<file path="src/rtl/pidmi_pkg.sv">
`default_nettype none

package pidmi_pkg;

  // Default sample-interval scale: ticks of one microsecond per millisecond.
  localparam int unsigned TICKS_PER_MS = 1000;

  // Field and state widths.
  localparam int GainW  = 16;
  localparam int ErrW   = 16;
  localparam int CorrW  = 32;
  localparam int TicksW = 32;
  localparam int SumW   = 40;
  localparam int AccW   = 64;

  // Limits of the saturating error sum.
  localparam logic signed [SumW-1:0] SUM_MAX = {1'b0, {(SumW-1){1'b1}}};
  localparam logic signed [SumW-1:0] SUM_MIN = {1'b1, {(SumW-1){1'b0}}};

  // Item kinds carried in the mode field.
  localparam logic MODE_TICK   = 1'b0;
  localparam logic MODE_SAMPLE = 1'b1;

  // Register indexes of the configuration port.
  typedef enum logic [1:0] {
    REG_GAIN_P = 2'd0,
    REG_GAIN_D = 2'd1,
    REG_GAIN_I = 2'd2
  } reg_idx_e;

  // Sequencer states.
  typedef enum logic [2:0] {
    ST_IDLE,
    ST_SCALE,
    ST_DIV,
    ST_RATE,
    ST_LOAD,
    ST_MUL,
    ST_FIN
  } state_e;

  // Which gain product the shared adder is working on.
  typedef enum logic [1:0] {
    PH_P,
    PH_I,
    PH_D
  } phase_e;

  typedef struct packed {
    logic                   mode;
    logic signed [ErrW-1:0] error_value;
  } in_item_t;

  typedef struct packed {
    logic signed [CorrW-1:0] correction;
    logic                    saturated;
  } out_item_t;

endpackage

`default_nettype wire

</file>
<file path="src/rtl/pidmi_alu.sv">
`default_nettype none

// Shared 64-bit adder/subtractor used by every divide and multiply step.
module pidmi_alu (
  input  wire logic [pidmi_pkg::AccW-1:0] a_i,
  input  wire logic [pidmi_pkg::AccW-1:0] b_i,
  input  wire logic                       sub_i,
  output logic      [pidmi_pkg::AccW-1:0] sum_o
);

  // Subtraction is addition of the inverted operand plus one.
  assign sum_o = a_i + (b_i ^ {pidmi_pkg::AccW{sub_i}}) + pidmi_pkg::AccW'(sub_i);

endmodule

`default_nettype wire

</file>
<file path="src/rtl/pid_step_measured_interval.sv">
`default_nettype none

// Channel   Direction  Payload                       Handshake
// cfg       in         cfg_index_i, cfg_wdata_i      cfg_we_i, no wait
// in        in         in_item_i (mode, error)       in_valid_i / in_stall_o
// out       out        out_item_o (correction, sat)  out_valid_o / out_stall_i
//
// A tick item is taken in idle and only counts the interval. A sample item runs 32
// restoring divide steps, skipped when no tick was counted since the last sample,
// and three 16-step shift-add gain products, all on one shared 64-bit adder.
// The input stalls while a sample is in work. Reset clears the gains, the sum,
// the last error and the tick counter. A waiting result does not stall ticks;
// a new sample's result holds in its final state until the output register frees.
module pid_step_measured_interval #(
  parameter int unsigned TicksPerMs = pidmi_pkg::TICKS_PER_MS
) (
  input  wire logic                   clk_i,
  input  wire logic                   rst_ni,
  input  wire logic                   cfg_we_i,
  input  wire logic [1:0]             cfg_index_i,
  input  wire logic [15:0]            cfg_wdata_i,
  input  wire logic                   in_valid_i,
  output logic                        in_stall_o,
  input  wire pidmi_pkg::in_item_t    in_item_i,
  output logic                        out_valid_o,
  input  wire logic                   out_stall_i,
  output pidmi_pkg::out_item_t        out_item_o
);

  localparam int GainW   = pidmi_pkg::GainW;
  localparam int ErrW    = pidmi_pkg::ErrW;
  localparam int CorrW   = pidmi_pkg::CorrW;
  localparam int TicksW  = pidmi_pkg::TicksW;
  localparam int SumW    = pidmi_pkg::SumW;
  localparam int AccW    = pidmi_pkg::AccW;
  localparam int CntW    = $clog2(TicksW);
  localparam int QW      = AccW - 8;

  localparam logic [15:0]     TicksK   = 16'(TicksPerMs);
  localparam logic [CntW-1:0] DivLast  = CntW'(TicksW - 1);
  localparam logic [CntW-1:0] MulLast  = CntW'(GainW - 1);

  pidmi_pkg::state_e state_q, state_d;
  pidmi_pkg::phase_e phase_q, phase_d;
  logic [CntW-1:0]          cnt_q, cnt_d;

  logic signed [GainW-1:0]  gain_p_q, gain_d_q, gain_i_q;
  logic signed [ErrW-1:0]   prev_q, prev_d;
  logic [TicksW-1:0]        ticks_q, ticks_d;
  logic signed [SumW-1:0]   sum_q, sum_d;

  logic signed [ErrW-1:0]   err_q, err_d;
  logic                     neg_q, neg_d;
  logic [ErrW-1:0]          mag_q, mag_d;
  logic [TicksW-1:0]        quo_q, quo_d;
  logic [TicksW-1:0]        rem_q, rem_d;
  logic signed [CorrW-1:0]  rate_q, rate_d;
  logic                     hit_q, hit_d;
  logic [AccW-1:0]          acc_q, acc_d;
  logic [AccW-1:0]          mcand_q, mcand_d;
  logic [GainW-1:0]         mplier_q, mplier_d;

  logic                     out_valid_q, out_valid_d;
  pidmi_pkg::out_item_t     out_item_q, out_item_d;

  logic                     in_acc;
  logic                     out_fire;
  logic                     fin_go;

  logic [AccW-1:0]          alu_a, alu_b, alu_sum;
  logic                     alu_sub;
  logic [TicksW:0]          div_shift;
  logic                     div_ge;

  logic signed [ErrW:0]     diff;
  logic signed [ErrW:0]     diff_neg;

  logic [QW-1:0]            q_trunc;
  logic                     q_fits;
  logic [CorrW-1:0]         corr;
  logic signed [SumW:0]     sum_ext;

  // Handshakes.
  assign in_stall_o  = (state_q != pidmi_pkg::ST_IDLE);
  assign in_acc      = in_valid_i && !in_stall_o;
  assign out_fire    = out_valid_q && !out_stall_i;
  assign fin_go      = !out_valid_q || !out_stall_i;
  assign out_valid_o = out_valid_q;
  assign out_item_o  = out_item_q;

  // Operand selection for the shared adder.
  assign div_shift = {rem_q, quo_q[TicksW-1]};
  always_comb begin
    if (state_q == pidmi_pkg::ST_DIV) begin
      alu_a   = AccW'(div_shift);
      alu_b   = AccW'(ticks_q);
      alu_sub = 1'b1;
    end else begin
      alu_a   = acc_q;
      alu_b   = mcand_q;
      alu_sub = (cnt_q == MulLast);
    end
  end

  pidmi_alu u_alu (
    .a_i   (alu_a),
    .b_i   (alu_b),
    .sub_i (alu_sub),
    .sum_o (alu_sum)
  );

  // The trial subtraction stays non-negative when the divisor fits.
  assign div_ge = !alu_sum[AccW-1];

  // Error change against the last sample.
  assign diff     = (ErrW+1)'(in_item_i.error_value) - (ErrW+1)'(prev_q);
  assign diff_neg = '0 - diff;

  // Divide by 256 toward zero, then clip to 32 bits.
  assign q_trunc = acc_q[AccW-1:8] + QW'(acc_q[AccW-1] && (acc_q[7:0] != 8'd0));
  assign q_fits  = (&q_trunc[QW-1:CorrW-1]) || !(|q_trunc[QW-1:CorrW-1]);
  always_comb begin
    if (q_fits) begin
      corr = q_trunc[CorrW-1:0];
    end else if (q_trunc[QW-1]) begin
      corr = {1'b1, {(CorrW-1){1'b0}}};
    end else begin
      corr = {1'b0, {(CorrW-1){1'b1}}};
    end
  end

  // Error sum with one guard bit for the overflow check.
  assign sum_ext = (SumW+1)'(sum_q) + (SumW+1)'(err_q);

  // Next state.
  always_comb begin
    state_d = state_q;
    unique case (state_q)
      pidmi_pkg::ST_IDLE: begin
        if (in_acc && in_item_i.mode == pidmi_pkg::MODE_SAMPLE) begin
          state_d = (ticks_q == '0) ? pidmi_pkg::ST_LOAD : pidmi_pkg::ST_SCALE;
        end
      end
      pidmi_pkg::ST_SCALE: state_d = pidmi_pkg::ST_DIV;
      pidmi_pkg::ST_DIV: begin
        if (cnt_q == DivLast) state_d = pidmi_pkg::ST_RATE;
      end
      pidmi_pkg::ST_RATE: state_d = pidmi_pkg::ST_LOAD;
      pidmi_pkg::ST_LOAD: state_d = pidmi_pkg::ST_MUL;
      pidmi_pkg::ST_MUL: begin
        if (cnt_q == MulLast && phase_q == pidmi_pkg::PH_D) state_d = pidmi_pkg::ST_FIN;
      end
      pidmi_pkg::ST_FIN: begin
        if (fin_go) state_d = pidmi_pkg::ST_IDLE;
      end
      default: state_d = pidmi_pkg::ST_IDLE;
    endcase
  end

  // Datapath and outputs per state.
  always_comb begin
    phase_d     = phase_q;
    cnt_d       = cnt_q;
    prev_d      = prev_q;
    ticks_d     = ticks_q;
    sum_d       = sum_q;
    err_d       = err_q;
    neg_d       = neg_q;
    mag_d       = mag_q;
    quo_d       = quo_q;
    rem_d       = rem_q;
    rate_d      = rate_q;
    hit_d       = hit_q;
    acc_d       = acc_q;
    mcand_d     = mcand_q;
    mplier_d    = mplier_q;
    out_item_d  = out_item_q;
    out_valid_d = out_fire ? 1'b0 : out_valid_q;

    unique case (state_q)
      pidmi_pkg::ST_IDLE: begin
        if (in_acc) begin
          if (in_item_i.mode == pidmi_pkg::MODE_TICK) begin
            // The interval counter holds at its top value.
            if (ticks_q != '1) ticks_d = ticks_q + TicksW'(1);
          end else begin
            err_d  = in_item_i.error_value;
            neg_d  = diff[ErrW];
            mag_d  = diff[ErrW] ? diff_neg[ErrW-1:0] : diff[ErrW-1:0];
            rate_d = '0;
            hit_d  = 1'b0;
            cnt_d  = '0;
          end
        end
      end
      pidmi_pkg::ST_SCALE: begin
        quo_d = TicksW'(mag_q) * TicksW'(TicksK);
        rem_d = '0;
        cnt_d = '0;
      end
      pidmi_pkg::ST_DIV: begin
        // One restoring divide step per cycle.
        rem_d = div_ge ? alu_sum[TicksW-1:0] : div_shift[TicksW-1:0];
        quo_d = {quo_q[TicksW-2:0], div_ge};
        cnt_d = cnt_q + CntW'(1);
      end
      pidmi_pkg::ST_RATE: begin
        // Apply the sign and clip the rate to 32 bits.
        if (!neg_q) begin
          if (quo_q[TicksW-1]) begin
            rate_d = {1'b0, {(CorrW-1){1'b1}}};
            hit_d  = 1'b1;
          end else begin
            rate_d = quo_q;
          end
        end else begin
          if (quo_q > {1'b1, {(TicksW-1){1'b0}}}) begin
            rate_d = {1'b1, {(CorrW-1){1'b0}}};
            hit_d  = 1'b1;
          end else begin
            rate_d = ~quo_q + TicksW'(1);
          end
        end
      end
      pidmi_pkg::ST_LOAD: begin
        acc_d    = '0;
        phase_d  = pidmi_pkg::PH_P;
        mcand_d  = AccW'(err_q);
        mplier_d = gain_p_q;
        cnt_d    = '0;
      end
      pidmi_pkg::ST_MUL: begin
        // Shift-add step; the top gain bit has negative weight.
        if (mplier_q[0]) acc_d = alu_sum;
        mcand_d  = mcand_q << 1;
        mplier_d = mplier_q >> 1;
        cnt_d    = cnt_q + CntW'(1);
        if (cnt_q == MulLast) begin
          cnt_d = '0;
          unique case (phase_q)
            pidmi_pkg::PH_P: begin
              phase_d  = pidmi_pkg::PH_I;
              mcand_d  = AccW'(sum_q);
              mplier_d = gain_i_q;
            end
            pidmi_pkg::PH_I: begin
              phase_d  = pidmi_pkg::PH_D;
              mcand_d  = AccW'(rate_q);
              mplier_d = gain_d_q;
            end
            default: begin
              phase_d = phase_q;
            end
          endcase
        end
      end
      pidmi_pkg::ST_FIN: begin
        if (fin_go) begin
          out_valid_d           = 1'b1;
          out_item_d.correction = corr;
          out_item_d.saturated  = hit_q || !q_fits;
          if (sum_ext[SumW] != sum_ext[SumW-1]) begin
            sum_d = sum_ext[SumW] ? pidmi_pkg::SUM_MIN : pidmi_pkg::SUM_MAX;
          end else begin
            sum_d = sum_ext[SumW-1:0];
          end
          prev_d  = err_q;
          ticks_d = '0;
        end
      end
      default: begin
        cnt_d = '0;
      end
    endcase
  end

  // Control and state registers.
  always_ff @(posedge clk_i or negedge rst_ni) begin
    if (!rst_ni) begin
      state_q     <= pidmi_pkg::ST_IDLE;
      phase_q     <= pidmi_pkg::PH_P;
      cnt_q       <= '0;
      prev_q      <= '0;
      ticks_q     <= '0;
      sum_q       <= '0;
      out_valid_q <= 1'b0;
      gain_p_q    <= '0;
      gain_d_q    <= '0;
      gain_i_q    <= '0;
    end else begin
      state_q     <= state_d;
      phase_q     <= phase_d;
      cnt_q       <= cnt_d;
      prev_q      <= prev_d;
      ticks_q     <= ticks_d;
      sum_q       <= sum_d;
      out_valid_q <= out_valid_d;
      if (cfg_we_i) begin
        unique case (cfg_index_i)
          pidmi_pkg::REG_GAIN_P: gain_p_q <= cfg_wdata_i;
          pidmi_pkg::REG_GAIN_D: gain_d_q <= cfg_wdata_i;
          pidmi_pkg::REG_GAIN_I: gain_i_q <= cfg_wdata_i;
          default: begin
            gain_p_q <= gain_p_q;
          end
        endcase
      end
    end
  end

  // Working registers of the datapath.
  always_ff @(posedge clk_i) begin
    err_q      <= err_d;
    neg_q      <= neg_d;
    mag_q      <= mag_d;
    quo_q      <= quo_d;
    rem_q      <= rem_d;
    rate_q     <= rate_d;
    hit_q      <= hit_d;
    acc_q      <= acc_d;
    mcand_q    <= mcand_d;
    mplier_q   <= mplier_d;
    out_item_q <= out_item_d;
  end

  // A sample item always starts the sequencer.
  assert property (@(posedge clk_i) disable iff (!rst_ni)
    in_acc && in_item_i.mode == pidmi_pkg::MODE_SAMPLE |=> state_q != pidmi_pkg::ST_IDLE)
    else $error("sample item did not start the sequencer");

  // A result appears only out of the final state.
  assert property (@(posedge clk_i) disable iff (!rst_ni)
    $rose(out_valid_q) |-> $past(state_q) == pidmi_pkg::ST_FIN)
    else $error("result raised outside the final state");

  // The divide remainder stays below the counted interval.
  assert property (@(posedge clk_i) disable iff (!rst_ni)
    state_q == pidmi_pkg::ST_DIV |-> rem_q < ticks_q)
    else $error("divide remainder not below divisor");

  // The interval counter does not move while a sample is in work, up to its final state.
  assert property (@(posedge clk_i) disable iff (!rst_ni)
    state_q != pidmi_pkg::ST_IDLE && state_q != pidmi_pkg::ST_FIN |=> $stable(ticks_q))
    else $error("interval counter changed during a sample");

endmodule

`default_nettype wire
</file>
<file path="config.mk">
export PLATFORM = sky130hd
export DESIGN_NAME = pid_step_measured_interval
export DESIGN_NICKNAME = d
export VERILOG_FILES = /design/src/rtl/pidmi_pkg.sv /design/src/rtl/pidmi_alu.sv /design/src/rtl/pid_step_measured_interval.sv
export SDC_FILE = /design/constraint.sdc
export NUM_CORES = 1
export LEC_CHECK = 0
export BUFFER_PORTS_ARGS = -buffer_cell sky130_fd_sc_hd__buf_2
export CORE_MARGIN = 3
export CORE_UTILIZATION = 50
export DETAILED_ROUTE_END_ITERATION = 8
export PLACE_DENSITY = 0.67
export SETUP_SLACK_MARGIN = 0.02
export SYNTH_ARGS = -nofsm -noshare
export SYNTH_HDL_FRONTEND = slang
export SYNTH_SLANG_ARGS = --single-unit
</file>
<file path="constraint.sdc">
create_clock -name clk_i -period 4.55 [get_ports clk_i]
set_input_delay 0.2275 -clock clk_i [delete_from_list [all_inputs] [get_ports clk_i]]
set_output_delay 0.2275 -clock clk_i [all_outputs]
set_load 0.1 [all_outputs]
</file>
==> summary.md, run 1 <==
| Metric | Value |
|---|---|
| Synthesized area divided by synthesized cell count | 9.16 um^2 |
| Y dimension of the die | 262 um |
| Most frequent cells in the layout | sky130_fd_sc_hd__nand2_1 (449), sky130_fd_sc_hd__edfxtp_1 (307), sky130_fd_sc_hd__a21oi_1 (286) |
| DRC violations left | 0 |
| Non-filler cells in the finished layout | roughly 4,700 |
| Max Freq | around 220 MHz |
| Floorplan Core Area | ~65,000 um^2 |
| Hold Fails Final Rpt | 0 |
| Startpoint kind of the worst setup timing path | flip-flop |
| Ys flop type | sky130_fd_sc_hd__edfxtp_1 |
| Skew-Pair Late Insertion Delay | between 0.6 and 0.7 ns |
| Number of max-slew violations in the final report | 0 |
| Slew at the pin with the worst max-slew slack | ~1.1 ns |
| Filler cell count in the final layout | approximately 5,700 |
| Part of the Yosys area used for sequential elements | between 30% and 40% |
| Register bit total from synthesis | about 450 |
| Number of unique standard cell types used by synthesis | 92 |
| Worst setup path category | flip-flop to flip-flop |
| Compound-Gate Fraction of Synth Area | around 17% |
| Die Outline Area | approximately 70,000 um^2 |
| Root buffer cell | sky130_fd_sc_hd__clkbuf_16 |
| Mapped Nets | between 3,000 and 4,000 |
| Most common library cell in the layout ignoring fill and taps | sky130_fd_sc_hd__nand2_1 |
| Simple-gate area share of the yosys netlist | approximately 18% |
| Antenna violations before repair | 2 |
| Worst relative slew slack | between 20% and 30% |
| Fin Hold WS | around 0.17 ns |
| Worst EP required | between 4 and 5 ns |
| Clock transition time at the flip-flop clock pins of the worst setup and hold paths | ~0.060 ns |
| Register area | approximately 13,000 um^2 |
| # port buffers | 74 |
| Share of synthesized area spent on multiplexers | 3.61% |
| Mapped Area | roughly 33,000 um^2 |
| Final Routed Wirelength | roughly 87 mm |
| Deepest clock path buffer count | 3 |
| Final RePlAce weighted congestion | 0.901 |
| Number of instances in the placed design | between 4,000 and 5,000 |
| Worst IR drop on VDD | 0.000291 V |
| Data arrival time of the critical path | about 5.0 ns |
| WL met1 | about 40 mm |
| Starting utilization of the core area | 50.7% |
| Num rows | between 90 and 100 |
| Placement Setup Slack | -0.243 ns |
| Proportion of layout cells with a drive suffix above 1 | ~16% |
| Setup repair after global routing missed its margin | true |
| Detailed router's first-iteration violation count | around 2,300 |
| Outcome | finished with violations |
| Number of top-level pins | between 70 and 80 |
| Dpl hpwl | 63.8 mm |
| Number of flops mapped to enable cells by yosys | ~300 |
| Share of synthesized cell area in full adder, half adder and majority cells | a little over a tenth |
| Yosys warns | 0 |
| Maximum fanout along the worst path | 3 |
| Global-route wire length before repair | approximately 140 mm |
| Nets | 4,081 |
| Leakage power total | 16.6 nW |
| Detailed-router iteration count before antenna repair | 6 |
| Clock sink total | approximately 450 |
| Xor and xnor area share after synthesis | between 6 and 7% |
| Vias in the first global route | approximately 26,000 |
| Maximum Capacitance Violations | 0 |
| Synthesis-to-layout area growth | 16.6% |
| Final design instance area without fill | approximately 38,000 um^2 |
| Maximum number of pins on one net before global-route repair | slightly above 90 |
| H-tree depth | 2 |
| Top sig layer | met4 |
| Ratio of final minimum period to clock period | 102% |
| Detailed-routed wire length on met3 | ~5.0 mm |
| Remaining global-route overflow | 0 |
| Global routing usage summed across all routing layers | 24.9% |
| Die boundary width | around 260 um |
| Routed via count | approximately 27,000 |
| TritonCTS clock tree | yes |
| Failing checks | setup timing |
| Pwr per Cell Area | 279 nW/um^2 |
| Synthesized netlist cell count | 3,577 |
| Period minus WS final | approximately 4.6 ns |
| Total met2 wirelength after detailed routing | just under 40 mm |
| Antenna violation net count after detailed routing | 0 |
| Final critical-path setup slack | -0.0751 ns |
| DR WL/cell | 18.5 um |
| Type of the tightest min-delay check | primary input to flip-flop |
| Power after layout | 10.7 mW |
| Area after detailed placement | approximately 35,000 um^2 |
| Critical path endpoint category | flip-flop |
| Multi-input gate area in the final layout | 19,000 um^2 |
| Largest family of logic cells by synthesized area | simple AND/OR/NAND/NOR gates |
| Share of async-settable or async-resettable flops after synthesis | roughly a third |
| Endpoints failing setup | 4 |
| Via density | ~5.8 |
| Total CTS buffers | 52 |
| Clock skew | 0.0498 ns |
==> per-layer routing <==
metal | up-vias | track usage (%)
met3 | 126 | 3.55
li1 | 13300 | -
met2 | 786 | 39.9
met5 | - | 0
met4 | 0 | 7.21
met1 | 12900 | 35.4
==> metrics by stage <==
step,TNS [ns],util [%]
2_1_floorplan,0,-
3_3_place_gp,-0.800,54.8
3_5_place_dp,-1.19,54.8
4_1_cts,-0.228,58.4
5_1_grt,-1.48,59.1
6_report,-0.189,59.1
==> kinds of logic (layout without fill, tap and decap cells) <==
kind of cell / count (synthesis) / in the layout
simple gates: 1218 / 1218
compound gates: 935 / 935
flops: 454 / 454
buf+inv: 355 / 625
xor+xnor: 258 / 258
fa+ha+maj: 246 / 246
mux: 111 / 111
other cells: 0 / 2
==> area by class of cell <==
type | count | share of cell area [%]
Multi-Input combinational cell | 2768 | 49.8
Sequential cell | 454 | 33.8
Timing Repair Buffer | 353 | 7.22
Clock buffer | 72 | 3.90
Tap cell | 855 | 2.80
Inverter | 174 | 1.72
Clock inverter | 26 | 0.822
Antenna cell | 2 | 0.0131
==> worst max-delay path, stage by stage (launching register included) <==
cell and delay (ns):
sky130_fd_sc_hd__edfxtp_1 0.46, sky130_fd_sc_hd__fa_1 0.51, sky130_fd_sc_hd__fa_1 0.51, sky130_fd_sc_hd__inv_1 0.05, sky130_fd_sc_hd__fa_1 0.44, sky130_fd_sc_hd__fa_1 0.50, sky130_fd_sc_hd__inv_2 0.05, sky130_fd_sc_hd__ha_4 0.23
sky130_fd_sc_hd__a2111oi_4 0.39, sky130_fd_sc_hd__o21bai_2 0.14, sky130_fd_sc_hd__a2111oi_4 0.36, sky130_fd_sc_hd__nor2_2 0.09, sky130_fd_sc_hd__and2_4 0.15, sky130_fd_sc_hd__o21ai_2 0.14, sky130_fd_sc_hd__a21oi_1 0.08, sky130_fd_sc_hd__mux2_2 0.26
==> worst paths after layout <==
path / from / endpoint / slack (ns) / cells past startpoint
max: mag_q[2]$_DFFE_PP_ / quo_q[19]$_DFFE_PP_ / -0.08 / 15
min: in_valid_i / ticks_q[1]$_DFFE_PN0P_ / 0.17 / 4
max reg2reg: mag_q[2]$_DFFE_PP_ / quo_q[19]$_DFFE_PP_ / -0.08 / 15
min reg2reg: gain_i_q[10]$_DFFE_PN0P_ / gain_i_q[10]$_DFFE_PN0P_ / 0.50 / 1
max in group asynchronous: rst_ni / state_q[2]$_DFFE_PN0P_ / 3.25 / 3
min in group asynchronous: rst_ni / gain_d_q[2]$_DFFE_PN0P_ / 0.25 / 2
==> power breakdown <==
part / switching, mW / internal [mW] / leakage (nW)
logic: 0.778 / 0.630 / 10.8
registers: 0.189 / 4.66 / 4.91
clock network: 1.82 / 2.59 / 0.873
total: 2.78 / 7.88 / 16.6
==> state kept, by name, indices dropped and copies added (netlist names), 2 cells and up <==
| name | count |
|---|---|
| mcand_q | 64 |
| out_item_o | 33 |
| ticks_q | 32 |
| quo_q | 32 |
| gain_p_q | 16 |
| mag_q | 16 |
| state_q | 3 |
| rem_q | 32 |
| gain_i_q | 16 |
| cnt_q | 5 |
| phase_q | 2 |
| acc_q | 64 |
| err_q | 16 |
| rate_q | 32 |
| sum_q | 40 |
| prev_q | 16 |
| gain_d_q | 16 |
| mplier_q | 16 |
==> cell usage after synthesis (28+ instances only) <==
cell | instances | area [um^2]
sky130_fd_sc_hd__mux2i_1 | 52 | 521
sky130_fd_sc_hd__nand2_1 | 452 | 1700
sky130_fd_sc_hd__inv_1 | 173 | 649
sky130_fd_sc_hd__or3_1 | 28 | 175
sky130_fd_sc_hd__o21ai_0 | 286 | 1430
sky130_fd_sc_hd__clkbuf_1 | 152 | 571
sky130_fd_sc_hd__nand3_1 | 80 | 400
sky130_fd_sc_hd__fa_1 | 57 | 1140
sky130_fd_sc_hd__and3_1 | 44 | 275
sky130_fd_sc_hd__mux2_2 | 59 | 664
sky130_fd_sc_hd__dfrtp_1 | 147 | 3680
sky130_fd_sc_hd__edfxtp_1 | 307 | 9220
sky130_fd_sc_hd__a21o_1 | 70 | 526
sky130_fd_sc_hd__xor2_1 | 113 | 990
sky130_fd_sc_hd__xnor2_1 | 145 | 1270
sky130_fd_sc_hd__ha_1 | 181 | 2260
sky130_fd_sc_hd__a21oi_1 | 299 | 1500
sky130_fd_sc_hd__nor3_1 | 58 | 290
sky130_fd_sc_hd__nor2_1 | 261 | 980
sky130_fd_sc_hd__nand4_1 | 43 | 269
sky130_fd_sc_hd__and2_1 | 77 | 482
sky130_fd_sc_hd__a31oi_1 | 42 | 263
==> repair_timing <==
action                                 4_1_cts  5_1_grt
gates cloned                                 0        2
resized for setup                           25       71
hold buffers                                34        0
endpoints found under the hold margin      144        0
pin swaps                                   27       38
buffers inserted                             9       20
setup endpoints to repair                   14       64
No activity file was read; power rests on OpenSTA's default activity.
==> run 2: changes to the inputs <==
--- a/config.mk
+++ b/config.mk
@@ -9,7 +9,7 @@
 export CORE_MARGIN = 3
 export CORE_UTILIZATION = 50
 export DETAILED_ROUTE_END_ITERATION = 8
-export PLACE_DENSITY = 0.67
+export PLACE_DENSITY = 0.64
 export SETUP_SLACK_MARGIN = 0.02
 export SYNTH_ARGS = -nofsm -noshare
 export SYNTH_HDL_FRONTEND = slang
==> constraint.sdc (replaced) <==
create_clock -name clk_i -period 4.4 [get_ports clk_i]
set_input_delay 0.22 -clock clk_i [delete_from_list [all_inputs] [get_ports clk_i]]
set_output_delay 0.22 -clock clk_i [all_outputs]
set_load 0.1 [all_outputs]
==> run 2 against run 1 <==
Net effect:
- the run still ends with setup timing left
- fmax decreased by 0.85%
- sequential cell count unchanged
- critical path depth increased by 1
- worst hold slack improved by 0.054 ns
- clock-buffer cell count decreased by 1
- highest routed layer unchanged
==> summary.md, run 2 (synthesis results as in run 1) <==
| Metric | Value |
|---|---|
| Outcome | finished with violations |
| Failing checks | setup timing |
| Data arrival time of the critical path | about 5.0 ns |
| Combinational share of power | 15.2% |
| Skew-Pair Late Insertion Delay | 0.62 ns |
| H-tree depth | 2 |
| Clock transition time at the flip-flop clock pins of the worst setup and hold paths | around 0.060 ns |
| Number of top-level pins | 75 |
| Worst relative slew slack | a little under 20% |
| Floorplan Core Area | about 65,000 um^2 |
| Area after detailed placement | 36,000 um^2 |
| R2r setup slk | -0.26 ns |
| Hold Fails Final Rpt | 0 |
| Synthesis-to-layout area growth | 20.9% |
| Worst setup path category | flip-flop to flip-flop |
| Maximum fanout along the worst path | 4 |
| Antenna violation net count after detailed routing | 0 |
| Clock skew | 0.0281 ns |
| Hold path endpoint | ticks_q[1]$_DFFE_PN0P_ |
| Power after layout | around 11 mW |
| Max Freq | about 210 MHz |
| Die boundary width | ~260 um |
| Detailed-router iteration count before antenna repair | 5 |
| Maximum Capacitance Violations | 0 |
| Number of max-slew violations in the final report | 0 |
| Number of instances in the placed design | 4,596 |
| Final RePlAce weighted congestion | approximately 0.9 |
| Vias in the first global route | about 27,000 |
| Deepest clock path buffer count | 3 |
| Routed via count | roughly 28,000 |
| Critical path endpoint category | flip-flop |
| Slew at the pin with the worst max-slew slack | 1.20 ns |
| Startpoint of the worst register-to-register path | mag_q[2]$_DFFE_PP_ |
| Net Sw Power | 2.87 mW |
| Antenna violations before repair | 0 |
| End of the worst register-to-register path | quo_q[23]$_DFFE_PP_ |
| Clock sink total | ~450 |
| Hold Path Stages | 4 |
| # port buffers | 74 |
| Worst EP required | between 4 and 5 ns |
| Maximum number of pins on one net before global-route repair | 100 |
| Die Outline Area | 68,700 um^2 |
| Portion of total power attributed to the clock network | a little under two fifths |
| Num rows | 93 |
| Via density | 5.87 |
| Internal power | a little under 8 mW |
| Most common library cell in the layout ignoring fill and taps | sky130_fd_sc_hd__nand2_1 |
| Final Routed Wirelength | about 95 mm |
| Final design instance area without fill | 39,600 um^2 |
| Startpoint kind of the worst setup timing path | flip-flop |
| Period minus WS final | approximately 4.7 ns |
| Nets | roughly 4,200 |
| Final critical-path setup slack | -0.265 ns |
| Root buffer cell | sky130_fd_sc_hd__clkbuf_16 |
| DRC violations left | 0 |
| Pwr per Cell Area | approximately 270 nW/um^2 |
| Type of the tightest min-delay check | primary input to flip-flop |
| Most frequent cells in the layout | sky130_fd_sc_hd__nand2_1 (446), sky130_fd_sc_hd__edfxtp_1 (307), sky130_fd_sc_hd__buf_4 (301) |
| Global routing usage summed across all routing layers | a little over a quarter |
| Leading registers by flop count | acc_q (64), mcand_q (64), sum_q (40) |
| Non-filler cells in the finished layout | ~4,800 |
| Y dimension of the die | between 200 and 300 um |
| Global-route wire length before repair | approximately 150 mm |
| Detailed router's first-iteration violation count | about 2,200 |
| Switching part of the total power | a little over a quarter |
| Total CTS buffers | around 50 |
| DR WL/cell | approximately 20 um |
| Remaining global-route overflow | 0 |
| TritonCTS clock tree | yes |
| Worst Min Path Start | in_valid_i |
| Register share of total power | 46.6% |
| Leakage power total | 17.2 nW |
| Number of cell instances on the worst register-to-register path | 16 |
| Ratio of final minimum period to clock period | 106% |
| Starting utilization of the core area | 50.7% |
| Endpoints failing setup | 18 |
| Setup repair after global routing missed its margin | true |
| Dpl hpwl | about 70 mm |
| Proportion of layout cells with a drive suffix above 1 | roughly a fifth |
| Worst IR drop on VDD | between 0.0003 and 0.0004 V |
run 2: changes by cell type in the layout (fill, tap and decap cells not counted), sizes merged:
cell      delta
diode        -1
bufinv       -3
clkinvlp     -5
clkinv       +6
buf         +95
clkbuf       +6
run 2: worst max path at each step:
| stage | from | end |
|---|---|---|
| after floorplan | mag_q[1]$_DFFE_PP_ | quo_q[19]$_DFFE_PP_ |
| after global placement | mag_q[1]$_DFFE_PP_ | quo_q[25]$_DFFE_PP_ |
| after detailed placement | mag_q[2]$_DFFE_PP_ | quo_q[25]$_DFFE_PP_ |
| after CTS | mag_q[1]$_DFFE_PP_ | quo_q[25]$_DFFE_PP_ |
| after global routing | mag_q[1]$_DFFE_PP_ | quo_q[25]$_DFFE_PP_ |
| final | mag_q[2]$_DFFE_PP_ | quo_q[23]$_DFFE_PP_ |
run 2: critical path: stages, from the launching register on:
cell,delay (ns)
sky130_fd_sc_hd__edfxtp_1,0.45
sky130_fd_sc_hd__inv_2,0.12
sky130_fd_sc_hd__fa_1,0.45
sky130_fd_sc_hd__fa_1,0.52
sky130_fd_sc_hd__fa_1,0.50
sky130_fd_sc_hd__fa_1,0.51
sky130_fd_sc_hd__inv_2,0.05
sky130_fd_sc_hd__ha_4,0.25
sky130_fd_sc_hd__o21a_1,0.14
sky130_fd_sc_hd__o21ai_2,0.07
sky130_fd_sc_hd__o21bai_2,0.23
sky130_fd_sc_hd__a2111oi_4,0.12
sky130_fd_sc_hd__or3_4,0.41
sky130_fd_sc_hd__and3b_2,0.23
sky130_fd_sc_hd__o21ai_2,0.14
sky130_fd_sc_hd__xnor2_1,0.13
sky130_fd_sc_hd__a21oi_1,0.08
run 2: power groups by stage:
stage	Sequential (mW)	Combinational [mW]	Clock [mW]
2_1_floorplan	5.03	0.943	0
3_3_place_gp	5.09	1.43	0
3_5_place_dp	5.11	1.46	0
4_1_cts	5.02	1.52	4.22
5_1_grt	5.06	1.80	4.38
6_report	5.03	1.64	4.13
run 2: stage by stage:
step,TNS (ns),utilization [%],worst slack [ns],hold WS [ns]
final,-1.55,61.3,-0.265,0.219
after global routing,-6.15,61.3,-0.481,0.202
after CTS,-1.40,59.1,-0.257,0.170
after detailed placement,-4.45,55.6,-0.339,0.293
after global placement,-2.06,55.6,-0.267,0.291
after floorplan,-0.175,-,-0.0592,-0.0756
run 2: cell type report:
cell class / instances / area [um^2]
Timing Repair Buffer: 455 / 3800
Multi-Input combinational cell: 2768 / 19600
Tap cell: 855 / 1070
Antenna cell: 1 / 2.50
Clock inverter: 24 / 215
Fill cell: 5473 / 25100
Clock buffer: 71 / 1390
Inverter: 174 / 656
Sequential cell: 454 / 12900
run 2: timing repair:
item                                    4_1_cts  5_1_grt
resized for setup                            36      194
pin swaps                                    30      133
hold buffers                                 34        0
cloned                                        1        9
endpoints found under the setup margin       54      110
setup buffers                                20       48
endpoints found under the hold margin       137        0
run 2: routing by layer:
metal	global-route usage [%]	up-vias	part of all wire [%]
met5	0	-	0
met4	9.25	0	3.7
met3	3.21	184	4.4
met2	45.5	733	48
met1	35.1	13700	44
li1	-	13500	-
